File: src/sv/gwf_pkg.sv
// Shared types and codes for the grid wall follower step core.
// Used by gwf_grid, gwf_ctrl and grid_wall_follower_step_core; no dependencies.
package gwf_pkg;

    localparam int GWF_GRID_SIZE = 16;
    localparam int GWF_DIM       = 16;                 // store is 16 x 16, positions are 4 bits
    localparam int GWF_CELLS     = GWF_DIM * GWF_DIM;
    localparam int GWF_AW        = $clog2(GWF_CELLS);

    // commands
    localparam logic [1:0] CMD_LOAD    = 2'd0;
    localparam logic [1:0] CMD_STEP    = 2'd1;
    localparam logic [1:0] CMD_RESTART = 2'd2;

    // cell contents
    localparam logic [1:0] CELL_OPEN = 2'd0;
    localparam logic [1:0] CELL_WALL = 2'd1;
    localparam logic [1:0] CELL_MARK = 2'd2;
    localparam logic [1:0] CELL_NONE = 2'd3;           // undefined kind, stored as open

    // headings
    localparam logic [1:0] DIR_N = 2'd0;
    localparam logic [1:0] DIR_E = 2'd1;
    localparam logic [1:0] DIR_S = 2'd2;
    localparam logic [1:0] DIR_W = 2'd3;

    // configuration register indexes
    localparam logic [1:0] REG_START_X   = 2'd0;
    localparam logic [1:0] REG_START_Y   = 2'd1;
    localparam logic [1:0] REG_START_DIR = 2'd2;

    // reset values of robot state and start registers
    localparam logic [3:0] RST_X   = 4'd0;
    localparam logic [3:0] RST_Y   = 4'd1;
    localparam logic [1:0] RST_DIR = DIR_E;

    typedef enum logic [2:0] {
        ST_IDLE,
        ST_SELF_RD,
        ST_SELF_EVAL,
        ST_NB,
        ST_OUT
    } t_state;

    typedef struct packed {
        logic              we;
        logic [GWF_AW-1:0] waddr;
        logic [1:0]        wdata;
        logic [GWF_AW-1:0] raddr;
    } t_mem_req;

endpackage

File: src/sv/gwf_grid.sv
// Grid cell store: 256 x 2-bit synchronous memory, one write and one read port,
// registered read data. Per-entry valid bits make unwritten cells read as open. Uses gwf_pkg.
module gwf_grid (
    input  logic              i_clk,
    input  logic              i_rst_n,
    input  gwf_pkg::t_mem_req i_mem,
    output logic [1:0]        o_rdata
);
    import gwf_pkg::*;

    logic [1:0]           r_mem [GWF_CELLS];
    logic [GWF_CELLS-1:0] r_valid;
    logic [1:0]           r_rd;
    logic                 r_rdv;

    always_ff @(posedge i_clk) begin
        if (i_mem.we) begin
            r_mem[i_mem.waddr] <= i_mem.wdata;
        end
        r_rd <= r_mem[i_mem.raddr];
    end

    always_ff @(posedge i_clk) begin
        if (!i_rst_n) begin
            r_valid <= '0;
            r_rdv   <= 1'b0;
        end else begin
            if (i_mem.we) begin
                r_valid[i_mem.waddr] <= 1'b1;
            end
            r_rdv <= r_valid[i_mem.raddr];
        end
    end

    assign o_rdata = r_rdv ? r_rd : CELL_OPEN;

endmodule

File: src/sv/gwf_ctrl.sv
// Sequencer for the wall follower: robot state, start registers, grid reads and
// writes, and the result register. Uses gwf_pkg; drives the gwf_grid port.
module gwf_ctrl #(
    parameter int GRID_SIZE = gwf_pkg::GWF_GRID_SIZE
) (
    input  logic                     i_clk,
    input  logic                     i_rst_n,
    input  logic                     i_cfg_we,
    input  logic [1:0]               i_cfg_addr,
    input  logic [3:0]               i_cfg_wdata,
    input  logic                     i_in_valid,
    output logic                     o_in_ready,
    input  logic [1:0]               i_cmd,
    input  logic [3:0]               i_cell_x,
    input  logic [3:0]               i_cell_y,
    input  logic [1:0]               i_cell_kind,
    output gwf_pkg::t_mem_req        o_mem,
    input  logic [1:0]               i_rdata,
    output logic                     o_out_valid,
    input  logic                     i_out_ready,
    output logic [3:0]               o_pos_x,
    output logic [3:0]               o_pos_y,
    output logic [1:0]               o_dir,
    output logic                     o_on_marker,
    output logic                     o_trapped,
    output logic [15:0]              o_move_count
);
    import gwf_pkg::*;

    localparam int         LIM   = (GRID_SIZE < GWF_DIM) ? GRID_SIZE : GWF_DIM;
    localparam logic [4:0] LIM_W = 5'(LIM);

    typedef struct packed {
        logic [3:0] x;
        logic [3:0] y;
        logic       ok;
    } t_nb;

    // cell one step ahead of (x, y) along d; ok clear when off the grid
    function automatic t_nb nb_of(input logic [3:0] x, input logic [3:0] y,
                                  input logic [1:0] d);
        logic [4:0] nx;
        logic [4:0] ny;
        logic       ok;
        t_nb        r;
        nx = {1'b0, x};
        ny = {1'b0, y};
        ok = 1'b1;
        case (d)
            DIR_N: begin
                ok = (y != 4'd0);
                ny = ny - 5'd1;
            end
            DIR_E: begin
                nx = nx + 5'd1;
            end
            DIR_S: begin
                ny = ny + 5'd1;
            end
            default: begin
                ok = (x != 4'd0);
                nx = nx - 5'd1;
            end
        endcase
        r.x  = nx[3:0];
        r.y  = ny[3:0];
        r.ok = ok && (nx < LIM_W) && (ny < LIM_W);
        return r;
    endfunction

    t_state      r_state, n_state;
    logic [1:0]  r_cmd, n_cmd;
    logic [3:0]  r_x, n_x;
    logic [3:0]  r_y, n_y;
    logic [1:0]  r_dir, n_dir;
    logic [15:0] r_cnt, n_cnt;
    logic [1:0]  r_d, n_d;
    logic [1:0]  r_try, n_try;
    logic        r_mark, n_mark;
    logic        r_trap, n_trap;
    logic [3:0]  r_sx, r_sy;
    logic [1:0]  r_sdir;
    logic        n_out_load;

    t_nb  nb_cur;
    t_nb  nb_next;
    t_nb  nb_first;
    logic self_in;
    logic nb_wall;

    always_ff @(posedge i_clk) begin
        if (!i_rst_n) begin
            r_sx   <= RST_X;
            r_sy   <= RST_Y;
            r_sdir <= RST_DIR;
        end else if (i_cfg_we) begin
            case (i_cfg_addr)
                REG_START_X:   r_sx   <= i_cfg_wdata;
                REG_START_Y:   r_sy   <= i_cfg_wdata;
                REG_START_DIR: r_sdir <= i_cfg_wdata[1:0];
                default: ;
            endcase
        end
    end

    assign o_in_ready = (r_state == ST_IDLE);
    assign self_in    = ({1'b0, r_x} < LIM_W) && ({1'b0, r_y} < LIM_W);
    assign nb_cur     = nb_of(r_x, r_y, r_d);
    assign nb_next    = nb_of(r_x, r_y, r_d + 2'd1);
    assign nb_first   = nb_of(r_x, r_y, r_dir + 2'd3);
    assign nb_wall    = !nb_cur.ok || (i_rdata == CELL_WALL);

    always_comb begin
        n_state    = r_state;
        n_cmd      = r_cmd;
        n_x        = r_x;
        n_y        = r_y;
        n_dir      = r_dir;
        n_cnt      = r_cnt;
        n_d        = r_d;
        n_try      = r_try;
        n_mark     = r_mark;
        n_trap     = r_trap;
        n_out_load = 1'b0;
        o_mem.we    = 1'b0;
        o_mem.waddr = {i_cell_y, i_cell_x};
        o_mem.wdata = (i_cell_kind == CELL_NONE) ? CELL_OPEN : i_cell_kind;
        o_mem.raddr = {r_y, r_x};

        case (r_state)
            ST_IDLE: begin
                if (i_in_valid) begin
                    n_cmd = i_cmd;
                    case (i_cmd)
                        CMD_LOAD: begin
                            o_mem.we = ({1'b0, i_cell_x} < LIM_W) &&
                                       ({1'b0, i_cell_y} < LIM_W);
                            n_state  = ST_SELF_RD;
                        end
                        CMD_RESTART: begin
                            n_x         = r_sx;
                            n_y         = r_sy;
                            n_dir       = r_sdir;
                            n_cnt       = '0;
                            o_mem.raddr = {r_sy, r_sx};
                            n_state     = ST_SELF_EVAL;
                        end
                        default: begin
                            n_state = ST_SELF_EVAL;
                        end
                    endcase
                end
            end
            ST_SELF_RD: begin
                n_state = ST_SELF_EVAL;
            end
            ST_SELF_EVAL: begin
                n_mark = self_in && (i_rdata == CELL_MARK);
                n_trap = 1'b0;
                if (r_cmd == CMD_STEP && !n_mark) begin
                    // look left first; read of the first candidate goes out now
                    n_d         = r_dir + 2'd3;
                    n_try       = 2'd0;
                    o_mem.raddr = {nb_first.y, nb_first.x};
                    n_state     = ST_NB;
                end else begin
                    n_state = ST_OUT;
                end
            end
            ST_NB: begin
                // data for r_d is here; next heading is read speculatively
                o_mem.raddr = {nb_next.y, nb_next.x};
                if (!nb_wall) begin
                    n_x     = nb_cur.x;
                    n_y     = nb_cur.y;
                    n_dir   = r_d;
                    n_cnt   = (r_cnt != 16'hFFFF) ? r_cnt + 16'd1 : r_cnt;
                    n_mark  = (i_rdata == CELL_MARK);
                    n_state = ST_OUT;
                end else if (r_try == 2'd3) begin
                    n_trap  = 1'b1;
                    n_mark  = 1'b0;
                    n_state = ST_OUT;
                end else begin
                    n_d   = r_d + 2'd1;
                    n_try = r_try + 2'd1;
                end
            end
            ST_OUT: begin
                if (!o_out_valid || i_out_ready) begin
                    n_out_load = 1'b1;
                    n_state    = ST_IDLE;
                end
            end
            default: begin
                n_state = ST_IDLE;
            end
        endcase
    end

    always_ff @(posedge i_clk) begin
        if (!i_rst_n) begin
            r_state     <= ST_IDLE;
            r_x         <= RST_X;
            r_y         <= RST_Y;
            r_dir       <= RST_DIR;
            r_cnt       <= '0;
            o_out_valid <= 1'b0;
        end else begin
            r_state <= n_state;
            r_x     <= n_x;
            r_y     <= n_y;
            r_dir   <= n_dir;
            r_cnt   <= n_cnt;
            if (n_out_load) begin
                o_out_valid <= 1'b1;
            end else if (i_out_ready) begin
                o_out_valid <= 1'b0;
            end
        end
    end

    always_ff @(posedge i_clk) begin
        r_cmd  <= n_cmd;
        r_d    <= n_d;
        r_try  <= n_try;
        r_mark <= n_mark;
        r_trap <= n_trap;
        if (n_out_load) begin
            o_pos_x      <= r_x;
            o_pos_y      <= r_y;
            o_dir        <= r_dir;
            o_on_marker  <= r_mark;
            o_trapped    <= r_trap;
            o_move_count <= r_cnt;
        end
    end

endmodule

File: src/sv/grid_wall_follower_step_core.sv
// Accept to result valid: restart, an unknown command or a step on the marker pass
// ST_SELF_EVAL and ST_OUT; a load passes ST_SELF_RD first; a step checks k neighbors
// (k = 1..4) in ST_NB in between, one neighbor cell per cycle through the single grid
// memory read port. A new command is taken only back in ST_IDLE. Synchronous active-low reset
// clears control state and the cell valid bits at once, so all cells read open.
module grid_wall_follower_step_core #(
    parameter int GRID_SIZE = gwf_pkg::GWF_GRID_SIZE
) (
    input  logic        i_clk,
    input  logic        i_rst_n,
    input  logic        i_cfg_we,
    input  logic [1:0]  i_cfg_addr,
    input  logic [3:0]  i_cfg_wdata,
    input  logic        i_in_valid,
    output logic        o_in_ready,
    input  logic [1:0]  i_cmd,
    input  logic [3:0]  i_cell_x,
    input  logic [3:0]  i_cell_y,
    input  logic [1:0]  i_cell_kind,
    output logic        o_out_valid,
    input  logic        i_out_ready,
    output logic [3:0]  o_pos_x,
    output logic [3:0]  o_pos_y,
    output logic [1:0]  o_dir,
    output logic        o_on_marker,
    output logic        o_trapped,
    output logic [15:0] o_move_count
);
    import gwf_pkg::*;

    t_mem_req   w_mem;
    logic [1:0] w_rdata;

    gwf_grid u_grid (
        .i_clk   (i_clk),
        .i_rst_n (i_rst_n),
        .i_mem   (w_mem),
        .o_rdata (w_rdata)
    );

    gwf_ctrl #(
        .GRID_SIZE (GRID_SIZE)
    ) u_ctrl (
        .i_clk        (i_clk),
        .i_rst_n      (i_rst_n),
        .i_cfg_we     (i_cfg_we),
        .i_cfg_addr   (i_cfg_addr),
        .i_cfg_wdata  (i_cfg_wdata),
        .i_in_valid   (i_in_valid),
        .o_in_ready   (o_in_ready),
        .i_cmd        (i_cmd),
        .i_cell_x     (i_cell_x),
        .i_cell_y     (i_cell_y),
        .i_cell_kind  (i_cell_kind),
        .o_mem        (w_mem),
        .i_rdata      (w_rdata),
        .o_out_valid  (o_out_valid),
        .i_out_ready  (i_out_ready),
        .o_pos_x      (o_pos_x),
        .o_pos_y      (o_pos_y),
        .o_dir        (o_dir),
        .o_on_marker  (o_on_marker),
        .o_trapped    (o_trapped),
        .o_move_count (o_move_count)
    );

endmodule
File: config.mk
export PLATFORM = sky130hd
export DESIGN_NAME = grid_wall_follower_step_core
export DESIGN_NICKNAME = d
export VERILOG_FILES = /design/src/sv/gwf_pkg.sv /design/src/sv/gwf_grid.sv /design/src/sv/gwf_ctrl.sv /design/src/sv/grid_wall_follower_step_core.sv
export SDC_FILE = /design/constraint.sdc
export NUM_CORES = 1
export LEC_CHECK = 0
export BUFFER_PORTS_ARGS = -buffer_cell sky130_fd_sc_hd__buf_2
export CAP_MARGIN = 20
export CORE_ASPECT_RATIO = 0.8
export CORE_UTILIZATION = 35
export DETAILED_ROUTE_END_ITERATION = 12
export GPL_ROUTABILITY_DRIVEN = 0
export PLACE_DENSITY = 0.6
export SLEW_MARGIN = 20
export SYNTH_ARGS = -nofsm -noshare
export SYNTH_HDL_FRONTEND = slang
export SYNTH_HIERARCHICAL = 1
export SYNTH_SLANG_ARGS = --single-unit
File: constraint.sdc
create_clock -name i_clk -period 8.05 [get_ports i_clk]
set_input_delay 0.4025 -clock i_clk [delete_from_list [all_inputs] [get_ports i_clk]]
set_output_delay 0.4025 -clock i_clk [all_outputs]
set_load 0.1 [all_outputs]
=== Yosys cells after proc, flatten, opt, wreduce, memory -nomap -nowiden ===
Memory sizes are Yosys's and may differ from the RTL's. A register that Yosys moved wholly into a read port is not among the register bits.
Index checks and enable logic that the tools add are counted.

* RAM bits: 512
* Memories: 1
* Output and inout port bits: 30
* Input port bits: 23
* Bits in latches: 0
* Register bits: 333
* ROM bits: 0
* Word-level logic and storage cells: 164

{| class="wikitable"
|+ Memory list
! name !! words !! width !! rd ports !! clocked after memory_dff !! write ports !! line !! source
|-
| u_grid.r_mem || 256 || 2 || 1 || 1 || 1 || gwf_grid.sv:11 || <nowiki>logic [1:0] r_mem [GWF_CELLS];</nowiki>
|}

* Divide/modulo/power cells: 0
* Bitwise logic cells: 1
* Add/subtract/negate cells: 8
* Equal/unequal tests: 29
* Multiply operators: 0
* Multiplexer cells: 64
* Shift-type cells: 0
* Magnitude comparators: 5
* Reduce and logical (&&, ||, !) cells: 34

{| class="wikitable"
|+ Operator list
! operator !! number
|-
| 256-bit OR || 1
|-
| 16-bit two-way mux || 4
|-
| 4-bit one-hot mux with 2 select lines || 6
|-
| 16-bit one-hot mux with 2 select lines || 1
|-
| 2-bit two-way mux || 12
|-
| 4-bit two-way mux || 6
|-
| 8-bit two-way mux || 3
|-
| 8-bit one-hot mux with 3 select lines || 1
|-
| 5-bit one-hot mux with 2 select lines || 2
|-
| 8-bit by 9-bit less-than comparator with 1-bit output, second input constant || 2
|-
| 16-bit by 1-bit adder with 16-bit output, second input constant || 1
|-
| 2-bit == test, second input constant || 8
|-
| 16-bit != test, second input constant || 1
|-
| 1-bit two-way mux || 15
|-
| 3-bit two-way mux || 5
|-
| 3-bit one-hot mux with 5 select lines || 1
|-
| 2-bit by 1-bit == test with 1-bit output, second input constant || 6
|-
| 2-bit by 1-bit != test with 1-bit output, second input constant || 6
|-
| 2-bit one-hot mux with 2 select lines || 3
|-
| 4-bit by 1-bit adder with 5-bit output, second input constant || 2
|-
| 2-bit logical NOT || 5
|-
| 5-bit less-than comparator, second input constant || 2
|-
| 2-bit AND reduction || 5
|-
| 4-bit by 1-bit subtractor with 5-bit output, second input constant || 2
|-
| 21 further kinds || 41
|}

=== Depth between registers and ports, before layout ===
* Depth after elaboration: 10
* Gate-level depth with buffers: 19
* Depth with buffers taken out: 14

=== By module ===
Netlist, hierarchy kept.

{| class="wikitable"
|+ By module, submodules not included
! module !! area an instance (um^2) !! seq. area each (um^2) !! cells an instance !! instances
|-
| gwf_grid || 30,091.4 || 20,559.7 || 1,899 || 1
|-
| gwf_ctrl || 4,578.1 || 1,881.8 || 489 || 1
|}

=== Worst setup path before layout ===
OpenSTA, ideal clock, no wires.

* Kind: input-to-reg
* Start point: input i_cell_kind[1]
* End point: memory u_grid.r_mem[0][0] (data pin)
* Setup time: 1.469 ns
* Arrival time: 6.699 ns
* Stages on the path: 1
* Path buffers: 0
* Setup slack: -0.118 ns
* Data required time: 6.581 ns
* Cells stage by stage: nor2b_1

* Word-level cells in the longest chain between the ends: 2

{| class="wikitable"
|+ Ends and longest elaborated chain
! element !! line !! source
|-
| from (decl) || grid_wall_follower_step_core.sv:19 || <nowiki>input logic [1:0] i_cell_kind,</nowiki>
|-
| 2-bit == test || gwf_ctrl.sv:127 || <nowiki>o_mem.wdata = (i_cell_kind == CELL_NONE) ? CELL_OPEN : i_cell_kind;</nowiki>
|-
| 2-bit two-way mux || gwf_ctrl.sv:127 ||
|-
| to (decl) || gwf_grid.sv:11 ||
|}

Every way passes these cells.

==> reports/qor.yml <==
sta:
  slew_viol_final: 0
  maxSlewHeadroom: 0.2622
  hold_viol: 0
  layout_min_cycle_time_ps: 5290
  period_share: 0.6571
  setup_viol: 0
  finalClockSkew_ps: 42.86
  tightest_slew_ps: 1091
  fmax_ghz: 0.1890
  rsz0062_at_grt: "no"
  setup-tns-final_ps: 0
grt:
  antenna_found_initial: 1
  grt_pass1_wl_um: 135700
  track_usage: 0.1773
  grt_max_degree: 257
  grt_pass1_vias: 20862
  gr-total-overflow: 0
power:
  power.switching_uw: 2133
  ir_drop_uv: 167.1
  clockPowerShare: 0.428
  p_per_area_nw_per_um2: 236.9
  switching_share: 0.2308
  cellLeakagePower_uw: 0.01228
  pwr-share-comb: 0.067
  p_int_uw: 7106
  seq_power_share: 0.504
run_status:
  status: "finished clean"
cts:
  postCtsResizedCells: 0
  htreeDepth: 3
  clockRootBuffer: "clkbuf_16"
  path_clk_slew_ps: 60
  clockBufferDepth: 3
  clock-sinks: 847
  clock_latency_ps: 650
  cts_made_buffers: 83
  tritoncts: "built"
floorplanning:
  core_um2: 97500
  dieHeight_um: 283.5
  rows: 102
  dieArea_um2: 100300
  fp.dieW_um: 353.9
  pin_count: 53
  start_util: 0.3556
logic_synthesis:
  ys_top_cells_by_area: "edfxtp_1 (47%), dfxtp_1 (17%), mux4_2 (11%)"
  async_flop_share: 0
  synth_top_flop_cell: "edfxtp_1"
  yosysUniqueCellTypes: 89
  synth_cells: 2388
  synth_seq_area_share: 0.6473
  synth_nets: 2430
  yosysTopAreaCell: "edfxtp_1"
  avgSynthCellArea_um2: 14.52
  synth_edf_count: 548
  yosysWarnings: 6
  netlist_area_um2: 34670
  synth_top_area_share: 0.4746
  synth-seq-cells: 847
cells_and_area:
  fin_nets: 2435
  area_growth_pct: 12.50
  final_cells: 3766
  fillerInstances: 8954
  layout_common_cells: "edfxtp_1 (548), dfxtp_1 (299), nor2_1 (293)"
  drive_gt1_frac: 0.1765
  post-route-util: 0.4000
  mostFrequentLayoutCell: "edfxtp_1"
  postLayoutCellArea_um2: 39000
detailed_routing:
  routed_via_density: 5.664
  dr.pass1.iters: 6
  drc: 0
  routedWlPerCell_um: 24.09
  initialDrtViolationCount: 2410
  vias: 21330
  antenna_left: 0
  totalWireLength_um: 90710
worst_setup_path:
  crit_arrival_ps: 5890
  crit_fanout: 20
  worstPathRequired_ps: 8650
  cp-end-kind: "register"
  critPathTopFamily: "simple AND/OR/NAND/NOR gates"
  crit_top_cell: "nand2b_1"
  crit_chain: "inv_1 > ha_1 > nand2b_1 > or2_2 > a221oi_1 > a211oi_1 > o21ai_2 > buf_4 > nand2b_1 > nor2_1 > a222oi_1 > mux2i_1 > o2111ai_1 > a2111oi_0 > a21o_1"
  slowest_stage: "nor2_1"
  path_class: "reg2reg"
  slowest_delay_ps: 670
  crit_buf_inv: 2
  setup.worst_path.start_class: "register"
placed_design:
  hpwl_um: 56180
  portBuffers: 52
  place_area_um2: 36120
  place_inst: 3602
flow_run:
  maxCapViolations: 0
hold_path:
  hold_path_class: "in2reg"
## what timing repair did
action,4_1_cts,5_1_grt
hold buffers,5,0
hold endpoints to repair,8,0
endpoints found under the setup margin,0,0
setup buffers,0,0
## sequential cells by signal, summed over array words and instances (netlist names)
signal / flops
u_ctrl/o_dir: 2
u_ctrl/o_move_count: 16
u_ctrl/o_on_marker: 1
u_ctrl/o_out_valid: 1
u_ctrl/o_pos_x: 4
u_ctrl/o_pos_y: 4
u_ctrl/o_trapped: 1
u_ctrl/r_cmd: 2
u_ctrl/r_cnt: 16
u_ctrl/r_d: 2
u_ctrl/r_dir: 2
u_ctrl/r_mark: 1
u_ctrl/r_sdir: 2
u_ctrl/r_state: 3
u_ctrl/r_sx: 4
u_ctrl/r_sy: 4
u_ctrl/r_trap: 1
u_ctrl/r_try: 2
u_ctrl/r_x: 4
u_ctrl/r_y: 4
u_grid/r_mem: 512
u_grid/r_rd: 2
u_grid/r_rdv: 1
u_grid/r_valid: 256
## final cells by class
cell class	count	area, µm²	area share
clock buffer	106	2245	0.05755
inverter	23	87.58	0.002246
timing repair buffer	89	645.6	0.01655
sequential	847	22440	0.5754
multi-input combinational	1349	11400	0.2922
antenna	2	5.005	0.0001283
clock inverter	50	555.5	0.01424
tap	1300	1627	0.04170
## worst min-delay path, stage by stage
cell and delay (ps):
buf_2 120, mux2i_1 70, nor2_1 80
## layer usage
layer  global-route usage  vias up  routed length [µm]
li1                     -     9301                   -
met1               0.2513    10988               39490
met2               0.2822      903               42580
met3              0.02926      138                6659
met4              0.04556        0                1983
met5                    0        -                   0
## Yosys cell counts (3+ instances only)
master     instances
a22o_1            18
nand4_1            9
o211ai_1          12
nor4_1             8
buf_2             28
o22ai_1           13
a21o_1             5
nand2b_1           9
a211oi_1          11
a22oi_1           49
mux4_2           171
o2111ai_1          3
or4_1              6
and2_1             8
nand3_1           40
mux2i_1           48
o21a_1           260
nor2_1           295
clkbuf_1         102
and3_1             6
nor3b_1            3
ha_1              19
a31oi_1           10
buf_6             10
buf_4             16
o22a_1             5
nor2b_1           26
inv_1             21
or2_2              3
o21ai_0           30
nor3_1             8
nand3b_1           5
edfxtp_1         548
o31ai_1            6
a21oi_1           36
a221oi_1          28
a222oi_1           3
o221ai_1          21
dfxtp_1          299
mux2_2             6
nand2_1          105
o21ai_1            4
buf_1             10
## stage by stage
step	total power (µW)	setup slack (ps)	hold WS, ps
CTS	9302	2928	27.63
floorplan	5171	3119	400.3
global placement	5355	2989	417.0
global route	9498	2634	55.37
finish	9239	2760	72.65
detailed placement	5365	2962	408.3
## final timing paths
check | start | end | slack (ps) | depth (start not counted)
worst min register to register | u_ctrl/r_trap$_DFFE_PP_ | u_ctrl/o_trapped$_DFFE_PP_ | 420 | 0
worst min-delay path | i_cfg_wdata[1] | u_ctrl/r_sx[1]$_SDFFE_PN0P_ | 70 | 3
worst max-delay path | u_ctrl/r_d[0]$_DFFE_PP_ | u_grid/r_rdv$_SDFF_PN0_ | 2760 | 15
worst max register to register | u_ctrl/r_d[0]$_DFFE_PP_ | u_grid/r_rdv$_SDFF_PN0_ | 2760 | 15
## power by group through the flow
stage	clock network [µW]	registers (µW)	logic (µW)
floorplan	0	4790	379
global placement	0	4750	603
detailed placement	0	4750	613
CTS	4030	4660	617
global route	4190	4660	656
finish	3960	4660	622
## cell families after synthesis
group	share of synthesized area
adders and majority gates	0.006857
AOI/OAI and AO/OA	0.1196
DFF	0.6473
buffers and inverters	0.02685
muxes	0.1272
and+or+nand+nor	0.07222
Note: power is estimated with default switching activity, not from simulation.
